`src/sv/bpa_pkg.sv`:
```
package bpa_pkg;
   localparam int MaxOrder = 6;
   localparam int MaxPages = 256;
   localparam int PageW = 8;
   localparam int LinkW = 9;
   localparam int CntW = 9;
   localparam int TakenDepth = 2 * MaxPages;
   localparam int TakenAw = 9;
   localparam int OrdW = 3;
   localparam logic [LinkW-1:0] NilLink = LinkW'(MaxPages);
   localparam logic FuncAlloc = 1'b0;
   localparam logic FuncFree = 1'b1;

   typedef enum logic [4:0] {
      ST_IDLE,
      ST_A_SCAN,
      ST_A_POPRD,
      ST_A_POPWT,
      ST_A_SPLIT,
      ST_F_START,
      ST_F_BRD,
      ST_F_BWT,
      ST_F_WALK,
      ST_F_WWT,
      ST_F_WCHK,
      ST_F_CRD,
      ST_F_CWT,
      ST_F_UNL,
      ST_F_MERGE,
      ST_F_PUSH,
      ST_DONE
   } state_type;

   // bit offset of order k in the taken memory
   function automatic logic [TakenAw-1:0] taken_addr(input logic [OrdW-1:0] k,
                                                     input logic [PageW-1:0] pg);
      logic [TakenAw:0] base;
      base = (TakenAw+1)'(TakenDepth) - ((TakenAw+1)'(TakenDepth) >> k);
      return TakenAw'(base + (TakenAw+1)'(pg >> k));
   endfunction
endpackage

```
`src/sv/bpa_ram.sv`:
```
module bpa_ram #(
   parameter int Width = 8,
   parameter int Depth = 256
) (
   input  logic                     clock,
   input  logic                     wr_en,
   input  logic [$clog2(Depth)-1:0] wr_addr,
   input  logic [Width-1:0]         wr_data,
   input  logic [$clog2(Depth)-1:0] rd_addr,
   output logic [Width-1:0]         rd_data
);
   logic [Width-1:0] mem [Depth];

   always_ff @(posedge clock) begin
      if (wr_en) mem[wr_addr] <= wr_data;
      rd_data <= mem[rd_addr];
   end
endmodule

```
`src/sv/buddy_page_allocator.sv`:
```
// channel | direction | tdata (low bit first)               | notes
// req     | in        | func[0], order[3:1], page[11:4]       | one transaction per operation
// rsp     | out       | ok[0], alloc_page[8:1], free_count[17:9] | one per request
// csr     | in        | window_pages[8:0]                     | write only
// an allocate scans the free lists up from the requested order and splits the block popped,
// a miss ends after the scan; a free merges level by level while the buddy is free,
// walking the free list of that order to unlink the buddy, with wait states
// set by the registered reads of the taken and link memories.
// after reset the taken memory is swept to all ones, no request taken until the sweep ends.
// the result is held in an output register; a stalled rsp holds the block.
module buddy_page_allocator
   import bpa_pkg::*;
(
   input  logic        clock,
   input  logic        reset,
   input  logic        req_tvalid,
   output logic        req_tready,
   input  logic [15:0] req_tdata,   // func, order, page
   output logic        rsp_tvalid,
   input  logic        rsp_tready,
   output logic [23:0] rsp_tdata,   // ok, alloc_page, free_count
   input  logic        csr_we,
   input  logic [8:0]  csr_wdata    // window_pages
);
   state_type state_ff, state_in;
   logic [8:0] win_ff, win_in;
   logic [LinkW-1:0] heads_ff [MaxOrder+1];
   logic [LinkW-1:0] heads_in [MaxOrder+1];
   logic [CntW-1:0] cnt_ff, cnt_in;
   logic [TakenAw:0] clr_ff, clr_in;
   logic [OrdW-1:0] ord_ff, ord_in, k_ff, k_in;
   logic [PageW-1:0] pg_ff, pg_in;
   logic [LinkW-1:0] cur_ff, cur_in, prev_ff, prev_in;
   logic [LinkW-1:0] steps_ff, steps_in;
   logic ok_ff, ok_in;
   logic [PageW-1:0] rpage_ff, rpage_in;
   logic [CntW-1:0] rcnt_ff, rcnt_in;

   logic t_we, t_wd, t_rd;
   logic [TakenAw-1:0] t_wa, t_ra;
   logic l_we;
   logic [PageW-1:0] l_wa, l_ra;
   logic [LinkW-1:0] l_wd, l_rd;

   bpa_ram #(.Width(1), .Depth(TakenDepth)) u_taken (
      .clock, .wr_en(t_we), .wr_addr(t_wa), .wr_data(t_wd), .rd_addr(t_ra), .rd_data(t_rd));
   bpa_ram #(.Width(LinkW), .Depth(MaxPages)) u_link (
      .clock, .wr_en(l_we), .wr_addr(l_wa), .wr_data(l_wd), .rd_addr(l_ra), .rd_data(l_rd));

   logic [8:0] ewin;
   logic [PageW-1:0] bpg, half;
   logic [OrdW-1:0] rq_order;
   logic [8:0] size, pgal;
   logic [8:0] bidx;
   logic [8:0] wcnt;

   always_comb begin
      ewin = (win_ff > 9'(MaxPages)) ? 9'(MaxPages) : win_ff;
      ewin = ewin & ~9'((1 << MaxOrder) - 1);
      bpg = pg_ff ^ PageW'(9'd1 << k_ff);
      half = pg_ff + PageW'(9'd1 << (k_ff - 3'd1));
      rq_order = req_tdata[3:1];
      size = 9'd1 << ord_ff;
      pgal = {1'b0, req_tdata[11:4]} & ~((9'd1 << rq_order) - 9'd1);
      bidx = 9'(pg_ff >> k_ff) ^ 9'd1;
      wcnt = ewin >> k_ff;
   end

   always_ff @(posedge clock) begin
      if (reset) begin
         state_ff <= ST_IDLE;
         win_ff <= 9'd256;
         cnt_ff <= '0;
         clr_ff <= '0;
         for (int i = 0; i <= MaxOrder; i++) heads_ff[i] <= NilLink;
      end else begin
         state_ff <= state_in;
         win_ff <= win_in;
         cnt_ff <= cnt_in;
         clr_ff <= clr_in;
         heads_ff <= heads_in;
      end
      ord_ff <= ord_in; k_ff <= k_in; pg_ff <= pg_in;
      cur_ff <= cur_in; prev_ff <= prev_in; steps_ff <= steps_in;
      ok_ff <= ok_in; rpage_ff <= rpage_in; rcnt_ff <= rcnt_in;
   end

   always_comb begin
      state_in = state_ff;
      win_in = csr_we ? csr_wdata : win_ff;
      heads_in = heads_ff;
      cnt_in = cnt_ff;
      clr_in = clr_ff;
      ord_in = ord_ff; k_in = k_ff; pg_in = pg_ff;
      cur_in = cur_ff; prev_in = prev_ff; steps_in = steps_ff;
      ok_in = ok_ff; rpage_in = rpage_ff; rcnt_in = rcnt_ff;
      t_we = 1'b0; t_wa = taken_addr(k_ff, pg_ff); t_wd = 1'b1;
      t_ra = taken_addr(k_ff, bpg);
      l_we = 1'b0; l_wa = pg_ff; l_wd = NilLink; l_ra = cur_ff[PageW-1:0];
      req_tready = 1'b0;
      rsp_tvalid = 1'b0;
      case (state_ff)
         ST_IDLE: begin
            if (!clr_ff[TakenAw]) begin
               t_we = 1'b1; t_wa = clr_ff[TakenAw-1:0]; t_wd = 1'b1;
               clr_in = clr_ff + 1'b1;
            end else begin
               req_tready = 1'b1;
               if (req_tvalid) begin
                  ord_in = rq_order; k_in = rq_order;
                  pg_in = pgal[PageW-1:0];
                  ok_in = 1'b0; rpage_in = '0; rcnt_in = cnt_ff;
                  if (32'(rq_order) > MaxOrder) state_in = ST_DONE;
                  else if (req_tdata[0] == FuncAlloc) state_in = ST_A_SCAN;
                  else if (pgal < ewin) state_in = ST_F_START;
                  else state_in = ST_DONE;
               end
            end
         end
         ST_A_SCAN: begin
            if (heads_ff[k_ff] != NilLink) state_in = ST_A_POPRD;
            else if (32'(k_ff) == MaxOrder) state_in = ST_DONE;
            else k_in = k_ff + 3'd1;
         end
         ST_A_POPRD: begin
            pg_in = heads_ff[k_ff][PageW-1:0];
            cur_in = heads_ff[k_ff];
            state_in = ST_A_POPWT;
         end
         ST_A_POPWT: begin
            // read of head link issued here, data seen in split
            l_ra = cur_ff[PageW-1:0];
            state_in = ST_A_SPLIT;
            t_we = 1'b1; t_wa = taken_addr(k_ff, pg_ff); t_wd = 1'b1;
         end
         ST_A_SPLIT: begin
            if (cur_ff == heads_ff[k_ff]) heads_in[k_ff] = l_rd;
            cur_in = NilLink;
            if (k_ff == ord_ff) begin
               ok_in = 1'b1; rpage_in = pg_ff;
               cnt_in = (cnt_ff > size) ? cnt_ff - size : '0;
               rcnt_in = (cnt_ff > size) ? cnt_ff - size : '0;
               state_in = ST_DONE;
            end else begin
               k_in = k_ff - 3'd1;
               t_we = 1'b1; t_wa = taken_addr(k_ff - 3'd1, half); t_wd = 1'b0;
               l_we = 1'b1; l_wa = half; l_wd = heads_in[k_ff - 3'd1];
               heads_in[k_ff - 3'd1] = {1'b0, half};
               state_in = ST_A_POPWT;
            end
         end
         ST_F_START: begin
            t_we = 1'b1; t_wd = 1'b0;
            state_in = ST_F_BRD;
         end
         ST_F_BRD: begin
            if (32'(k_ff) >= MaxOrder || bidx >= wcnt) state_in = ST_F_PUSH;
            else state_in = ST_F_BWT;
         end
         ST_F_BWT: begin
            if (t_rd) state_in = ST_F_PUSH;
            else begin
               cur_in = heads_ff[k_ff]; prev_in = NilLink;
               steps_in = LinkW'(MaxPages);
               state_in = ST_F_WALK;
            end
         end
         ST_F_WALK: begin
            if (cur_ff >= NilLink) state_in = ST_F_MERGE;
            else state_in = ST_F_WWT;
         end
         ST_F_WWT: state_in = ST_F_WCHK;
         ST_F_WCHK: begin
            if (cur_ff[PageW-1:0] == bpg) state_in = ST_F_UNL;
            else begin
               prev_in = cur_ff; cur_in = l_rd;
               steps_in = steps_ff - 1'b1;
               state_in = (steps_ff == '0) ? ST_F_MERGE : ST_F_WALK;
            end
         end
         ST_F_UNL: begin
            if (prev_ff == NilLink) heads_in[k_ff] = l_rd;
            else begin
               l_we = 1'b1; l_wa = prev_ff[PageW-1:0]; l_wd = l_rd;
            end
            state_in = ST_F_MERGE;
         end
         ST_F_MERGE: begin
            // mark both halves taken, lower half here and upper half next
            t_we = 1'b1; t_wa = taken_addr(k_ff, pg_ff & ~PageW'(9'd1 << k_ff)); t_wd = 1'b1;
            pg_in = pg_ff & ~PageW'(9'd1 << k_ff);
            state_in = ST_F_CRD;
         end
         ST_F_CRD: begin
            t_we = 1'b1; t_wa = taken_addr(k_ff, pg_ff | PageW'(9'd1 << k_ff)); t_wd = 1'b1;
            k_in = k_ff + 3'd1;
            state_in = ST_F_CWT;
         end
         ST_F_CWT: begin
            t_we = 1'b1; t_wd = 1'b0;
            state_in = ST_F_BRD;
         end
         ST_F_PUSH: begin
            l_we = 1'b1; l_wa = pg_ff; l_wd = heads_ff[k_ff];
            heads_in[k_ff] = {1'b0, pg_ff};
            cnt_in = ((cnt_ff + size) > 9'(MaxPages)) ? 9'(MaxPages) : cnt_ff + size;
            rcnt_in = cnt_in;
            ok_in = 1'b1;
            state_in = ST_DONE;
         end
         ST_DONE: begin
            rsp_tvalid = 1'b1;
            if (rsp_tready) state_in = ST_IDLE;
         end
         default: state_in = ST_IDLE;
      endcase
   end

   assign rsp_tdata = {6'd0, rcnt_ff, rpage_ff, ok_ff};
endmodule

```
`config.mk`:
```
export PLATFORM = sky130hd
export DESIGN_NAME = buddy_page_allocator
export DESIGN_NICKNAME = d
export VERILOG_FILES = /design/src/sv/bpa_pkg.sv /design/src/sv/bpa_ram.sv /design/src/sv/buddy_page_allocator.sv
export SDC_FILE = /design/constraint.sdc
export NUM_CORES = 2
export LEC_CHECK = 0
export BUFFER_PORTS_ARGS = -buffer_cell sky130_fd_sc_hd__buf_2
export CORE_ASPECT_RATIO = 1.75
export CORE_MARGIN = 10
export CORE_UTILIZATION = 30
export CTS_CLUSTER_DIAMETER = 60
export DETAILED_ROUTE_END_ITERATION = 10
export GPL_TIMING_DRIVEN = 1
export REMOVE_ABC_BUFFERS = 1
export SETUP_SLACK_MARGIN = 0.2
export SLEW_MARGIN = 20
export SYNTH_ARGS = -nofsm -noshare
export SYNTH_HDL_FRONTEND = slang
export SYNTH_SLANG_ARGS = --single-unit
```
`constraint.sdc`:
```
create_clock -name clock -period 13.2 [get_ports clock]
set_input_delay 2.64 -clock clock [delete_from_list [all_inputs] [get_ports clock]]
set_output_delay 2.64 -clock clock [all_outputs]
set_load 0.03 [all_outputs]
```
==> impl_metrics.ini <==
[placed_design]
gp_congestion = 0.912
port_buffers = 39
placed_cell_area_mm2 = 0.132
post-place-ws_ns = 4.07
dp.cells = 12696
dp_hpwl_um = 228000

[sta]
period_share_pct = 69.2
hold_viol = 0
relSlewSlack_pct = 13.8
slew_viol_final = 0
setup_viol = 0
worst_pin_slew_ns = 1.29
fin_setup_tns_ns = 0
rsz0062_at_grt = false
fmax_mhz = 110
min_period_ns = 9.13
skew_ns = 0.114
setup_ws_ns = 4.07

[min_path]
worstHoldEndpoint = cnt_ff[6]
hold_path_startpoint = cnt_ff[6]
min_path_cells = 2
hold_path.class = reg2reg

[yosys]
synth_seq_area_share_pct = 70.4
syn_avg_cell_area_um2 = 16.8
synth_warnings = 0
synth_flop_cell = edfxtp_1
ys_ff_latch = 2975
ys_async_sr_fraction_pct = 0
syn_area_mm2 = 0.126
synth_edf_count = 2875
ys_types = 96
netlist_instances = 7479

[routing]
drc = 0
avgRoutedWirePerCell_um = 26.8
via_per_inst = 5.25
drtAntennaViolNets = 0
wl_um = 354000
vias = 69289
detail_route.first_pass.iterations = 8
drt-initial-drc-count = 6953

[grt]
grt_max_degree = 276
grt_pass1_vias = 72202
grt_pass1_wl_um = 509000
antenna_found_initial = 24
track_usage_pct = 15.4
overflow = 0

[worst_setup_path]
timing.critical_path.arrival_ns = 9.68
slowest_delay_ns = 1.00
worstPathRequired_ns = 13.75
cp_max_fo = 25
endpoint_kind = register
crit_slowest_cell = nor3_1
r2r-end = u_taken.mem[74]
regToRegStartpoint = k_ff[1]
start_kind = register
regToRegSetupSlack_ns = 4.07
r2r_cells = 26
crit_type = reg2reg

[final_layout]
n_fill_cell = 39553
fin_nets = 7554
final_common_cell = edfxtp_1
postLayoutCellArea_mm2 = 0.141
area_growth_pct = 12.3
final_cell_mix = 2875 x edfxtp_1, 947 x nor2_1, 791 x mux4_2
drive_above_1_share_pct = 18.8
final_cells = 13188

[clocking]
cts.sinks = 2975
h-tree-depth = 5
clkSlewWorstSetupHoldPaths_ns = 0.07
hold_buffers = 0
cts_buffer_depth = 4
clock_latency_ns = 0.93
cts_post_setup_buffers_inserted = 0
cts_made_buffers = 278
cts_tree = done
post_cts_resized = 0
cts-root-buf = clkbuf_16

[power]
ir_drop_uv = 442
power_w = 0.0298
powerDensity_mw_per_mm2 = 212
power.leakage_nw = 45.9

[floorplanning]
start_util_pct = 30.1
design.die.area_mm2 = 0.446
rows = 314
die_width_um = 509
ios = 56
core_area_mm2 = 0.417
die_h_um = 876

[status]
status = complete, no violations

[job]
cap_violations = 0
[synth_stat cells (all sizes together) (28+ instances only)]
cell    count  area share [%]
edfxtp   2875              69
nor2      953             2.9
mux4      791              14
nand2     690             2.1
clkbuf    353             1.1
a21oi     156            0.62
buf       150            0.53
nand3     145            0.58
o21ai     134            0.54
mux2i     104            0.83
dfxtp     100             1.6
a22oi      84            0.50
ha         69            0.69
o22ai      63            0.31
inv        61            0.18
a31oi      57            0.30
nor3       54            0.22
and3       49            0.24
and2       45            0.22
xor2       41            0.29
nand4      34            0.19
xnor2      33            0.25
mux2       28            0.25
[metal layers]
| layer | part of all wire, % | wire length (µm) | vias up | global-route usage, % |
|---|---|---|---|---|
| met5 | 0.0059 | 21 | - | 0 |
| li1 | - | - | 29430 | - |
| met3 | 5.5 | 19600 | 1023 | 2.35 |
| met4 | 8.3 | 29500 | 4 | 11.5 |
| met1 | 33 | 115000 | 35926 | 15.7 |
| met2 | 53 | 189000 | 2906 | 28.2 |
[flip-flops by register name, summed over array words and instances, names as in the netlist]
name and cells:
state_ff 5, pg_ff 8, u_taken.mem 512, rpage_ff 8
u_link.rd_data 9, u_link.mem 2304, rcnt_ff 9, ok_ff 1
clr_ff 10, k_ff 3, win_ff 3, prev_ff 9
heads_ff 63, ord_ff 3, cnt_ff 9, steps_ff 9
u_taken.rd_data 1, cur_ff 9
[metrics by stage]
| stage | util [%] | hold WS (ns) |
|---|---|---|
| after floorplan | - | 0.465 |
| after global routing | 33.8 | 0.555 |
| final | 33.8 | 0.541 |
| after CTS | 33.8 | 0.539 |
| after global placement | 31.7 | 0.499 |
| after detailed placement | 31.7 | 0.522 |
[cell families after synthesis]
| kind of cell | Yosys count | share of synthesized area (%) |
|---|---|---|
| AOI/OAI and AO/OA | 766 | 4.18 |
| buffers and inverters | 565 | 1.77 |
| adders and majority gates | 75 | 0.784 |
| xor gates and xnor gates | 74 | 0.531 |
| DFF | 2975 | 70.4 |
| other | 1 | 0.00299 |
| and+or+nand+nor | 2100 | 7.08 |
| muxes | 923 | 15.3 |
[area by class of cell]
class | count | area (µm²) | share of cell area, %
Sequential cell | 2975 | 88300 | 62.6
Antenna cell | 12 | 30.0 | 0.0213
Multi-Input combinational cell | 3944 | 35300 | 25.0
Timing Repair Buffer | 188 | 1590 | 1.13
Clock inverter | 142 | 1310 | 0.926
Clock buffer | 335 | 7290 | 5.17
Inverter | 62 | 233 | 0.165
Tap cell | 5530 | 6920 | 4.91
[worst max-delay path: cells and delay by family, from the launching register on]
kind                     cells  cell delay, ns
buffers and inverters        3            0.56
AO/OA/AOI/OAI                8            1.83
adder cells (fa/ha/maj)      4            1.65
flip-flops                   1            0.54
AND/OR/NAND/NOR             11            4.17
[power breakdown]
group          internal (W)  switching [W]  total, W  leakage [nW]
Clock               0.00431        0.00350   0.00780          4.19
Combinational       0.00330        0.00797    0.0113          12.3
Sequential           0.0106       0.000158    0.0108          29.4
[worst max path at each step]
stage,startpoint,end,depth (start not counted)
floorplan,cur_ff[0],u_link.rd_data[0],4
global placement,k_ff[1],u_taken.mem[130],26
detailed placement,k_ff[1],u_taken.mem[74],26
CTS,k_ff[1],u_taken.mem[74],26
global route,k_ff[1],u_taken.mem[74],26
finish,k_ff[1],u_taken.mem[74],26
Note: power is estimated with default switching activity, not from simulation.
